### config.mk
export PLATFORM = sky130hd
export DESIGN_NAME = terrain_flow_direction_unit
export DESIGN_NICKNAME = d
export VERILOG_FILES = /design/src/design/tfd_pkg.sv /design/src/design/tfd_lane.sv /design/src/design/tfd_merge.sv /design/src/design/terrain_flow_direction_unit.sv
export SDC_FILE = /design/constraint.sdc
export NUM_CORES = 2
export LEC_CHECK = 0
export ABC_AREA = 1
export BUFFER_PORTS_ARGS = -buffer_cell sky130_fd_sc_hd__buf_2
export CAP_MARGIN = 20
export CORE_ASPECT_RATIO = 1.2
export CORE_MARGIN = 5
export CORE_UTILIZATION = 50
export CTS_CLUSTER_DIAMETER = 60
export CTS_CLUSTER_SIZE = 24
export DETAILED_ROUTE_END_ITERATION = 12
export MAX_ROUTING_LAYER = met4
export PLACE_DENSITY = 0.69
export SLEW_MARGIN = 10
export SYNTH_ARGS = -nofsm -noshare
export SYNTH_HDL_FRONTEND = slang
export SYNTH_SLANG_ARGS = --single-unit
### constraint.sdc
create_clock -name clk -period 6.2 [get_ports clk]
set_input_delay 1.24 -clock clk [delete_from_list [all_inputs] [get_ports clk]]
set_output_delay 1.24 -clock clk [all_outputs]
set_load 0.01 [all_outputs]
### src/design/tfd_pkg.sv
package tfd_pkg;

    localparam int ELEV_BITS  = 16;
    localparam int DROP_BITS  = ELEV_BITS + 1;
    // a cardinal drop is shifted by 16; a diagonal drop times 46341 fits in the same width
    localparam int SCORE_BITS = ELEV_BITS + 17;
    localparam int LANES      = 8;
    localparam int LANE_IDX_BITS = $clog2(LANES);
    localparam int CFG_INDEX_BITS = 2;
    localparam int CFG_DATA_BITS  = 16;
    localparam int POS_BITS       = 16;

    localparam logic [15:0] Q16_INV_SQRT2 = 16'd46341;

    localparam logic [CFG_INDEX_BITS-1:0] REG_SINGLE_FLOW  = 2'd0;
    localparam logic [CFG_INDEX_BITS-1:0] REG_ROW_COUNT    = 2'd1;
    localparam logic [CFG_INDEX_BITS-1:0] REG_COLUMN_COUNT = 2'd2;

    localparam logic [7:0] DIR_E  = 8'd1;
    localparam logic [7:0] DIR_SE = 8'd2;
    localparam logic [7:0] DIR_S  = 8'd4;
    localparam logic [7:0] DIR_SW = 8'd8;
    localparam logic [7:0] DIR_W  = 8'd16;
    localparam logic [7:0] DIR_NW = 8'd32;
    localparam logic [7:0] DIR_N  = 8'd64;
    localparam logic [7:0] DIR_NE = 8'd128;

    // lanes run over the neighbours in window order, the centre left out
    localparam logic [7:0] LANE_CODE [LANES] = '{DIR_NW, DIR_N, DIR_NE, DIR_W,
                                                 DIR_E, DIR_SW, DIR_S, DIR_SE};
    localparam logic [LANES-1:0] LANE_DIAG = 8'b1010_0101;
    localparam int LANE_WIN [LANES] = '{0, 1, 2, 3, 5, 6, 7, 8};
    localparam int CENTRE_WIN = 4;

    typedef logic signed [ELEV_BITS-1:0]  elev_t;
    typedef logic signed [SCORE_BITS-1:0] score_t;

    typedef struct packed {
        elev_t         elev_nw;
        elev_t         elev_n;
        elev_t         elev_ne;
        elev_t         elev_w;
        elev_t         elev_center;
        elev_t         elev_e;
        elev_t         elev_sw;
        elev_t         elev_s;
        elev_t         elev_se;
        logic [8:0]    invalid_mask;
        logic [15:0]   pixel_row;
        logic [15:0]   pixel_col;
    } item_t;

    typedef struct packed {
        logic [7:0] direction_bits;
        logic       undefined;
    } result_t;

    typedef struct packed {
        logic                single_flow;
        logic                centre_invalid;
        logic [POS_BITS-1:0] pixel_row;
        logic [POS_BITS-1:0] pixel_col;
        logic [POS_BITS-1:0] last_row;
        logic [POS_BITS-1:0] last_col;
    } ctrl_t;

endpackage

### src/design/tfd_lane.sv
module tfd_lane (
    input  logic                 clk,
    input  tfd_pkg::elev_t       centre,
    input  tfd_pkg::elev_t       neighbour,
    input  logic                 void_cell,
    input  logic                 diag,
    output tfd_pkg::score_t      score,
    output logic                 lower
);
    import tfd_pkg::*;

    logic signed [DROP_BITS-1:0]     drop;
    logic signed [DROP_BITS+16:0]    diag_prod;
    score_t                          score_next;
    score_t                          score_reg;
    logic                            lower_next;
    logic                            lower_reg;

    assign drop = {centre[ELEV_BITS-1], centre} - {neighbour[ELEV_BITS-1], neighbour};
    assign diag_prod = drop * $signed({1'b0, Q16_INV_SQRT2});

    always_comb
    begin
        if (diag)
        begin
            score_next = diag_prod[SCORE_BITS-1:0];
        end
        else
        begin
            score_next = {drop, 16'b0};
        end
        lower_next = (drop > 0) && !void_cell;
    end

    always_ff @(posedge clk)
    begin
        score_reg <= score_next;
        lower_reg <= lower_next;
    end

    assign score = score_reg;
    assign lower = lower_reg;

endmodule

### src/design/tfd_merge.sv
module tfd_merge (
    input  tfd_pkg::score_t           score [tfd_pkg::LANES],
    input  logic [tfd_pkg::LANES-1:0] lower,
    input  tfd_pkg::ctrl_t            ctrl,
    output tfd_pkg::result_t          result
);
    import tfd_pkg::*;

    score_t                   lvl1_score [4];
    logic [LANE_IDX_BITS-1:0] lvl1_idx   [4];
    score_t                   lvl2_score [2];
    logic [LANE_IDX_BITS-1:0] lvl2_idx   [2];
    score_t                   best_score;
    logic [LANE_IDX_BITS-1:0] best_idx;
    logic [7:0]               mfd_bits;
    logic [7:0]               dir;
    logic                     top_row;
    logic                     bottom_row;
    logic                     hit;
    logic                     undef;

    // the left side keeps a tie, so the lowest window index wins
    always_comb
    begin
        for (int i = 0; i < 4; i++)
        begin
            if (score[2*i] >= score[2*i+1])
            begin
                lvl1_score[i] = score[2*i];
                lvl1_idx[i]   = LANE_IDX_BITS'(2*i);
            end
            else
            begin
                lvl1_score[i] = score[2*i+1];
                lvl1_idx[i]   = LANE_IDX_BITS'(2*i+1);
            end
        end
        for (int i = 0; i < 2; i++)
        begin
            if (lvl1_score[2*i] >= lvl1_score[2*i+1])
            begin
                lvl2_score[i] = lvl1_score[2*i];
                lvl2_idx[i]   = lvl1_idx[2*i];
            end
            else
            begin
                lvl2_score[i] = lvl1_score[2*i+1];
                lvl2_idx[i]   = lvl1_idx[2*i+1];
            end
        end
        if (lvl2_score[0] >= lvl2_score[1])
        begin
            best_score = lvl2_score[0];
            best_idx   = lvl2_idx[0];
        end
        else
        begin
            best_score = lvl2_score[1];
            best_idx   = lvl2_idx[1];
        end
    end

    always_comb
    begin
        mfd_bits = '0;
        for (int i = 0; i < LANES; i++)
        begin
            if (lower[i])
            begin
                mfd_bits = mfd_bits | LANE_CODE[i];
            end
        end
    end

    always_comb
    begin
        top_row    = (ctrl.pixel_row == '0);
        bottom_row = (ctrl.pixel_row == ctrl.last_row);
        hit        = 1'b0;
        undef      = ctrl.centre_invalid;
        dir        = '0;
        if (!ctrl.centre_invalid)
        begin
            if (ctrl.single_flow)
            begin
                dir = (best_score > 0) ? LANE_CODE[best_idx] : 8'd0;
            end
            else
            begin
                dir = mfd_bits;
            end
        end
        if ((dir == '0) || ctrl.centre_invalid)
        begin
            // later edges override earlier ones; corners go diagonally outward
            if (top_row)
            begin
                dir = ctrl.single_flow ? DIR_N : (DIR_NW | DIR_N | DIR_NE);
                hit = 1'b1;
            end
            if (bottom_row)
            begin
                dir = ctrl.single_flow ? DIR_S : (DIR_SE | DIR_S | DIR_SW);
                hit = 1'b1;
            end
            if (ctrl.pixel_col == '0)
            begin
                if (top_row)
                    dir = DIR_NW;
                else if (bottom_row)
                    dir = DIR_SW;
                else
                    dir = ctrl.single_flow ? DIR_W : (DIR_SW | DIR_W | DIR_NW);
                hit = 1'b1;
            end
            if (ctrl.pixel_col == ctrl.last_col)
            begin
                if (top_row)
                    dir = DIR_NE;
                else if (bottom_row)
                    dir = DIR_SE;
                else
                    dir = ctrl.single_flow ? DIR_E : (DIR_NE | DIR_E | DIR_SE);
                hit = 1'b1;
            end
            if (hit)
                undef = 1'b0;
            if (undef)
                dir = '0;
        end
        result.direction_bits = dir;
        result.undefined      = undef;
    end

endmodule

### src/design/terrain_flow_direction_unit.sv
// Flow direction of one raster pixel per transaction. A new window may be started on every
// clock cycle and busy never rises; the result appears on result with result_strobe once the
// window has passed the eight neighbour lanes, which form the drop and its fixed-point
// score and register it, and then the merge, which picks the steepest lane or gathers the
// lower ones and applies the raster edge rules; its result is registered. The result is shown
// for a single cycle and cannot be held off, so it must be taken when the strobe is high.
// Configuration writes take effect at once and belong between transactions.
module terrain_flow_direction_unit (
    input  logic                                  clk,
    input  logic                                  rst_n,
    input  logic                                  start,
    output logic                                  busy,
    input  tfd_pkg::item_t                        item,
    output logic                                  result_strobe,
    output tfd_pkg::result_t                      result,
    input  logic                                  cfg_we,
    input  logic [tfd_pkg::CFG_INDEX_BITS-1:0]    cfg_index,
    input  logic [tfd_pkg::CFG_DATA_BITS-1:0]     cfg_data
);
    import tfd_pkg::*;

    logic                  single_flow_reg;
    logic [POS_BITS-1:0]   row_count_reg;
    logic [POS_BITS-1:0]   column_count_reg;
    logic                  lane_valid_reg;
    logic                  out_valid_reg;
    ctrl_t                 ctrl_next;
    ctrl_t                 ctrl_reg;
    result_t               merge_result;
    result_t               result_reg;
    elev_t                 window [9];
    score_t                lane_score [LANES];
    logic [LANES-1:0]      lane_lower;
    logic                  accept;

    assign busy   = 1'b0;
    assign accept = start && !busy;

    assign window = '{item.elev_nw, item.elev_n, item.elev_ne,
                      item.elev_w, item.elev_center, item.elev_e,
                      item.elev_sw, item.elev_s, item.elev_se};

    always_ff @(posedge clk or negedge rst_n)
    begin
        if (!rst_n)
        begin
            single_flow_reg  <= 1'b0;
            row_count_reg    <= 16'd1;
            column_count_reg <= 16'd1;
        end
        else if (cfg_we)
        begin
            case (cfg_index)
                REG_SINGLE_FLOW:  single_flow_reg  <= cfg_data[0];
                REG_ROW_COUNT:    row_count_reg    <= cfg_data;
                REG_COLUMN_COUNT: column_count_reg <= cfg_data;
                default:          ;
            endcase
        end
    end

    generate
        for (genvar k = 0; k < LANES; k++)
        begin : g_lane
            tfd_lane u_lane (
                .clk       (clk),
                .centre    (window[CENTRE_WIN]),
                .neighbour (window[LANE_WIN[k]]),
                .void_cell (item.invalid_mask[LANE_WIN[k]]),
                .diag      (LANE_DIAG[k]),
                .score     (lane_score[k]),
                .lower     (lane_lower[k])
            );
        end
    endgenerate

    always_comb
    begin
        ctrl_next.single_flow    = single_flow_reg;
        ctrl_next.centre_invalid = item.invalid_mask[CENTRE_WIN];
        ctrl_next.pixel_row      = item.pixel_row;
        ctrl_next.pixel_col      = item.pixel_col;
        ctrl_next.last_row       = row_count_reg - 16'd1;
        ctrl_next.last_col       = column_count_reg - 16'd1;
    end

    always_ff @(posedge clk)
    begin
        ctrl_reg   <= ctrl_next;
        result_reg <= merge_result;
    end

    always_ff @(posedge clk or negedge rst_n)
    begin
        if (!rst_n)
        begin
            lane_valid_reg <= 1'b0;
            out_valid_reg  <= 1'b0;
        end
        else
        begin
            lane_valid_reg <= accept;
            out_valid_reg  <= lane_valid_reg;
        end
    end

    tfd_merge u_merge (
        .score  (lane_score),
        .lower  (lane_lower),
        .ctrl   (ctrl_reg),
        .result (merge_result)
    );

    assign result_strobe = out_valid_reg;
    assign result        = result_reg;

    a_strobe_follows_start: assert property (@(posedge clk) disable iff (!rst_n)
        result_strobe |-> $past(accept, 2))
        else $error("result strobe without a started transaction");

    a_undefined_clears_bits: assert property (@(posedge clk) disable iff (!rst_n)
        result_strobe && result.undefined |-> result.direction_bits == '0)
        else $error("undefined result carries direction bits");

    a_undefined_needs_nodata: assert property (@(posedge clk) disable iff (!rst_n)
        lane_valid_reg && merge_result.undefined |-> ctrl_reg.centre_invalid)
        else $error("undefined result with a valid centre");

    a_single_flow_one_dir: assert property (@(posedge clk) disable iff (!rst_n)
        lane_valid_reg && ctrl_reg.single_flow && !ctrl_reg.centre_invalid
            |=> $onehot0(result.direction_bits))
        else $error("single flow result names more than one direction");

endmodule

=== After elaboration in Yosys (flattened, before gate mapping) ===
Memories as Yosys holds them, arrays and structs flattened.
Index checks and enable logic that the tools add are counted.

* Register bits: 318
* Memory bits (read-only): 64
* Word-level logic and storage cells: 139
* Memories: 1

* Add/sub/neg operators: 10
* $mul: 4
* Magnitude comparators: 17
* Equal/unequal tests: 4
* Muxes and demuxes: 49
* Bitwise gates (word level): 1
* Reductions and logical operators: 24

{| class="wikitable"
|+ Memory list
! name !! words !! bits a word !! rd ports !! clocked after memory_dff !! write ports !! RTL line !! source
|-
| (name not given) || 8 || 8 || 1 || 0 || 0 || tfd_merge.sv:86 || <nowiki>dir = (best_score > 0) ? LANE_CODE[best_idx] : 8'd0;</nowiki>
|}

{| class="wikitable"
|+ Operators with widths
! operator !! number
|-
| 33-bit >= comparator || 7
|-
| 33-bit two-way mux || 7
|-
| 8-bit two-way mux || 18
|-
| 17-bit by 1-bit greater-than comparator with 1-bit output (second input constant) || 8
|-
| 16-bit by 16-bit subtractor with 17-bit output || 8
|-
| 17-bit by 17-bit multiplier with 33-bit output (second input constant) || 4
|-
| 33-bit by 1-bit greater-than comparator with 1-bit output (second input constant) || 1
|-
| 16-bit equality test || 2
|-
| 16-bit zero test || 2
|-
| 16-bit by 1-bit subtractor with 16-bit output (second input constant) || 2
|-
| 1-bit two-way mux || 13
|-
| 3-bit two-way mux || 4
|-
| 6-bit two-way mux || 2
|-
| 1-bit logical AND || 8
|-
| 1-bit zero test || 8
|-
| 8-bit zero test || 1
|-
| 4-bit two-way mux || 2
|-
| 7-bit two-way mux || 1
|-
| 2-bit AND reduction || 3
|-
| 5-bit two-way mux || 1
|-
| 4-bit >= comparator (second input constant) || 1
|-
| 3-bit inverter with 4-bit output || 1
|-
| 2-bit by 1-bit equality test with 1-bit output (second input constant) || 1
|-
| 2-bit equality test (second input constant) || 1
|-
| other kinds (3) || 3
|}

=== Depth between registers and ports, before layout ===
* Depth in word-level cells: 20
* Depth in mapped cells: 63
* Depth with buffers taken out: 59

=== Modules after synthesis ===
A second synthesis with hierarchy kept.

* Cells, all modules: 9718
* Area total of the unflattened synthesis: 72072.9 µm²

{| class="wikitable"
|+ By module, submodules not included
! module !! instances !! cells an instance !! area each (µm²) !! sequential area each (µm²)
|-
| tfd_lane at g_lane[1].u_lane ... || 3 || 971 || 7467.2 || 680.7
|-
| tfd_merge || 1 || 1594 || 9088.7 || 0.0
|-
| tfd_lane at g_lane[5].u_lane || 1 || 978 || 7439.6 || 680.7
|-
| tfd_lane at g_lane[6].u_lane || 1 || 974 || 7418.4 || 680.7
|-
| tfd_lane at g_lane[4].u_lane || 1 || 961 || 7367.1 || 680.7
|-
| tfd_lane at g_lane[7].u_lane || 1 || 975 || 7354.6 || 680.7
|-
| tfd_lane at g_lane[0].u_lane || 1 || 955 || 7307.0 || 680.7
|-
| terrain_flow_direction_unit || 1 || 368 || 3696.0 || 2379.8
|}

=== Worst setup path after synthesis ===
Ideal clock, no wire load.

* Path kind: input -> register
* Start: input item[43] in the netlist's numbering
* End: register g_lane[7].u_lane.score_reg[30]
* Library setup time: 123 ps
* Arrival: 7841 ps
* Data required time: 6077 ps
* Slack: -1765 ps
* Stages: 35
* Path buffers: 0
* Cell sequence: inv_1 ha_1 nand3_1 and2_1 inv_1 a21oi_1 o21bai_1 a21oi_1 o21ai_0 a21o_1 a21oi_1 o21ai_0 nand2_1 nand2_1 a21oi_1 o21bai_1 xor2_1 inv_1 ha_1 inv_1 fa_1 inv_1 fa_1 inv_1 fa_1 fa_1 inv_1 fa_1 ha_1 nand2_1 o21ai_0 a21boi_0 o21ai_0 a21oi_1 xor2_1

* Longest elaborated chain between the ends: 2

{| class="wikitable"
|+ RTL lines
! what !! RTL line !! source
|-
| from (decl) || terrain_flow_direction_unit.sv:13 || <nowiki>input tfd_pkg::item_t item,</nowiki>
|-
| 16-bit by 16-bit subtractor with 17-bit output || tfd_lane.sv:19 || <nowiki>assign drop = {centre[ELEV_BITS-1], centre} - {neighbour[ELEV_BITS-1], neighbour};</nowiki>
|-
| 17-bit by 17-bit multiplier with 33-bit output || tfd_lane.sv:20 || <nowiki>assign diag_prod = drop * $signed({1'b0, Q16_INV_SQRT2});</nowiki>
|-
| net g_lane[7].u_lane.diag_prod[30] || tfd_lane.sv:13 || <nowiki>logic signed [DROP_BITS+16:0] diag_prod;</nowiki>
|-
| to (signal assigned) || tfd_lane.sv:37 || <nowiki>score_reg <= score_next;</nowiki>
|-
| to (decl) || tfd_lane.sv:15 || <nowiki>score_t score_reg;</nowiki>
|}

The timed path passes the listed nets, and every way through them passes these cells.
A chain may end at the register's enable or synchronous reset.

=== Final worst setup path ===
* Start: input item[105] in the netlist's numbering
* End: register g_lane[5].u_lane.score_reg[32]

* Longest elaborated chain between the ends: 2

{| class="wikitable"
|+ RTL lines
! what !! RTL line
|-
| 16-bit by 16-bit subtractor with 17-bit output || tfd_lane.sv:19
|-
| 17-bit by 17-bit multiplier with 33-bit output || tfd_lane.sv:20
|-
| net g_lane[5].u_lane.diag_prod[32] || tfd_lane.sv:13
|-
| to (signal assigned) || tfd_lane.sv:37
|-
| to (decl) || tfd_lane.sv:15
|}

The timed path passes the listed nets, and every way through them passes these cells.

==> Flow_metrics.wiki <==
{| class="wikitable"
! Metric !! Value
|-
| Flip-flop count of the largest register after layout || 200
|-
| Register-to-Register Setup Slack || -700 ps
|-
| Crit end category || flop
|-
| Routability-driven placement congestion ratio || between 0.9 and 1
|-
| Final Hold Viols || 0
|-
| Total grt overflow || 0
|-
| Violation count after the first detailed-routing iteration || approximately 2100
|-
| Share of flip-flops with an asynchronous set or reset after synthesis || 11.01%
|-
| Final clock period utilization by the worst path || 120.9%
|-
| Cell count after synthesis || around 5100
|-
| Crit-path max cell delay || around 580 ps
|-
| Via count of the routed design || 40008
|-
| Total of warnings raised by yosys || 0
|-
| CTS hold repair buffers || 0
|-
| First-pass DRT Iterations || 5
|-
| Maximum operating frequency || 0.1335 GHz
|-
| Largest cells by area after synthesis || sky130_fd_sc_hd__ha_1, sky130_fd_sc_hd__fa_1, sky130_fd_sc_hd__dfxtp_1, sky130_fd_sc_hd__inv_1, sky130_fd_sc_hd__nand2_1
|-
| Source-to-sink clock delay at the later pin of the worst-skew pair || 620 ps
|-
| Cell types with the highest counts after synthesis || sky130_fd_sc_hd__inv_1, sky130_fd_sc_hd__nand2_1, sky130_fd_sc_hd__ha_1
|-
| Area of combinational cells with multiple inputs || approximately 35000 um2
|-
| Routed WL || 141.6 mm
|-
| Die Y-Extent || between 300 and 400 um
|-
| Master of the slowest instance on the critical path || sky130_fd_sc_hd__fa_1
|-
| Number of design rule violations left after detail routing || 0
|-
| Number of global-route vias before repair || slightly above 40000
|-
| Post-route ant nets || 0
|-
| WL/cell || around 18 um
|-
| CP top delay family || adder cells
|-
| Highest net fanout along the worst path || 4
|-
| Top-count cell post-synth || sky130_fd_sc_hd__inv_1
|-
| Worst hold slack || around 370 ps
|-
| Count of H-tree levels built during CTS || 1
|-
| Number of nets produced by synthesis || between 6000 and 7000
|-
| Number of clock sinks seen by CTS || about 320
|-
| Final max-slew violation count || 0
|-
| Die area || just under 90000 um2
|-
| Layout Nets || just over 8000
|-
| Cell repeated most along the worst path || sky130_fd_sc_hd__fa_1
|-
| Unrepaired setup endpoints after global routing || true
|-
| Element type at the critical path start || input pin
|-
| Number of distinct library cell variants in the gate-level netlist after synthesis || 59
|-
| Run status || finished with violations
|-
| Netlist area before placement || a little over 40000 um2
|-
| Synth Flop Type || sky130_fd_sc_hd__dfxtp_1
|-
| Max Buffers Root-to-Sink || 3
|-
| # fillers || between 5000 and 6000
|-
| Maximum number of pins on one net before global-route repair || 36
|-
| Layout overhead on the synthesized area || 45.88%
|-
| Class of the tightest hold or removal check || flop to flop
|-
| Critical Setup Path Class || input pin to flop
|-
| Initial standard-cell utilization of the core || between 50% and 60%
|-
| Yosys top cell area share || 26.11%
|-
| Number of enable-type register cells in the synthesized netlist || 0
|-
| Number of rows created at floorplan || 115
|-
| First-pass GRT wire length || 205.7 mm
|-
| Final HPWL from detailed placement || roughly 110 mm
|-
| Clock period minus worst slack || 7493 ps
|-
| Num ports || 218
|-
| Relative slew slack || a little over a third
|-
| Sequential element share of the synthesized area || between 10% and 20%
|-
| Overall track demand over capacity in global routing || between 20% and 30%
|-
| Max Cap Viol || 0
|-
| IO buf count || about 220
|-
| Worst clock skew || ~30 ps
|-
| Leading area contributor after synthesis || sky130_fd_sc_hd__ha_1
|-
| Register bit count reported by yosys || 318
|-
| Buffering stage count on the worst path with inverters included || 7
|-
| Arrival time of data at the critical path endpoint || between 7000 and 8000 ps
|-
| Tightest Pin Transition || 963.9 ps
|-
| Die width || approximately 270 um
|-
| Initial antenna violation count || 3
|-
| Register area || about 6600 um2
|-
| Total clock buffers created by CTS || 30
|-
| Clock-pin slew on the worst setup and hold paths || 80 ps
|-
| Core Box Area || 82020 um2
|-
| Final setup violation count || roughly 80
|-
| Required arrival time at the worst endpoint || around 6700 ps
|-
| Ratio of cells with drive above 1 in the final layout || 36.78%
|-
| DR vias/cell || about 5.2
|-
| Violated checks || setup timing
|-
| Clk Tree Root Cell || sky130_fd_sc_hd__clkbuf_16
|-
| CTS tree || done
|-
| Least setup slack across all paths after layout || -1293 ps
|-
| Average cell area after synthesis || between 8 and 9 um2
|}
==> stage by stage <==
step	instance area (um2)	setup slack, ps	setup TNS [ps]	instances	util (%)
finish	60260	-1293	-60020	7755	73.47
global route	60260	-1554	-77870	7754	73.47
CTS	57000	-1097	-47160	7671	69.50
detailed placement	53240	-2014	-110270	7512	64.91
global placement	53240	-1786	-100850	7512	64.91
floorplan	42290	-1513	-57390	5144	-
==> area by class of cell <==
type / instances / share of cell area, %
sequential: 318 / 10.89
timing repair inverter: 1 / 0.01038
clock inverter: 23 / 0.5004
timing repair buffer: 1546 / 19.81
multi-input combinational: 3640 / 58.08
tap: 1053 / 2.186
inverter: 1138 / 7.193
antenna: 3 / 0.01246
clock buffer: 33 / 1.316
==> metal layers <==
metal | wire length, um | GRT usage (%) | share of wire (%)
met1 | 53990 | 33.88 | 38
met2 | 71120 | 52.31 | 50
met3 | 6775 | 3.504 | 4.8
met4 | 9709 | 12.88 | 6.9
met5 | 0 | - | 0
==> repair_timing <==
item,4_1_cts,5_1_grt
setup endpoints to repair,77,81
gates resized for setup,425,605
setup buffers,103,111
gates cloned,10,3
pin swaps,226,383
==> layout by cell type, fill, tap and decap left out, types with 93 or more instances in the layout <==
cell type                 synthesis  routed
sky130_fd_sc_hd__buf_2           22     214
sky130_fd_sc_hd__inv_2            4     119
sky130_fd_sc_hd__buf_4            5    1175
sky130_fd_sc_hd__ha_1           862     724
sky130_fd_sc_hd__a21oi_1        295     189
sky130_fd_sc_hd__xor2_1         205     164
sky130_fd_sc_hd__fa_1           348     325
sky130_fd_sc_hd__inv_1         1131    1001
sky130_fd_sc_hd__nand2_2          5      98
sky130_fd_sc_hd__nand3_1        259     199
sky130_fd_sc_hd__dfxtp_1        283     269
sky130_fd_sc_hd__o21ai_0        148      93
sky130_fd_sc_hd__nand2_1        865     741
sky130_fd_sc_hd__buf_6            8     125
sky130_fd_sc_hd__ha_4             0     134
sky130_fd_sc_hd__nor2_1         243     177
==> logic make-up (layout without fill, tap and decap cells) <==
group | Yosys count | in the layout | share of synthesized area [%]
adder cells (fa/ha/maj) | 1210 | 1210 | 42.97
AND/OR/NAND/NOR | 1547 | 1550 | 16.02
buffers and inverters | 1189 | 2741 | 11.06
XOR/XNOR | 287 | 287 | 6.085
other | 1 | 4 | 0.009078
AO/OA/AOI/OAI | 592 | 592 | 8.009
flip-flops | 318 | 318 | 15.84
==> worst paths after layout <==
| kind | start | to | depth (start not counted) |
|---|---|---|---|
| worst max register to register | g_lane[5].u_lane.score[24] | result[5] | 50 |
| worst min-delay path | lane_valid_reg | result_strobe | 0 |
| worst min register to register | lane_valid_reg | result_strobe | 0 |
| max in group asynchronous | rst_n | column_count_reg[12] | 1 |
| worst max-delay path | item[105] | g_lane[5].u_lane.score[32] | 37 |
| min in group asynchronous | rst_n | result_strobe | 1 |
==> worst reg2reg max path: cells and delay by family (launching register included) <==
family / cells / cell delay, ps
adder cells (fa/ha/maj): 3 / 870
AND/OR/NAND/NOR: 38 / 4300
flip-flops: 1 / 330
buffers and inverters: 7 / 930
AO/OA/AOI/OAI: 2 / 360
Power is not shown: default switching activity piles up to over one toggle a cycle in this logic, so the estimate is an artifact.
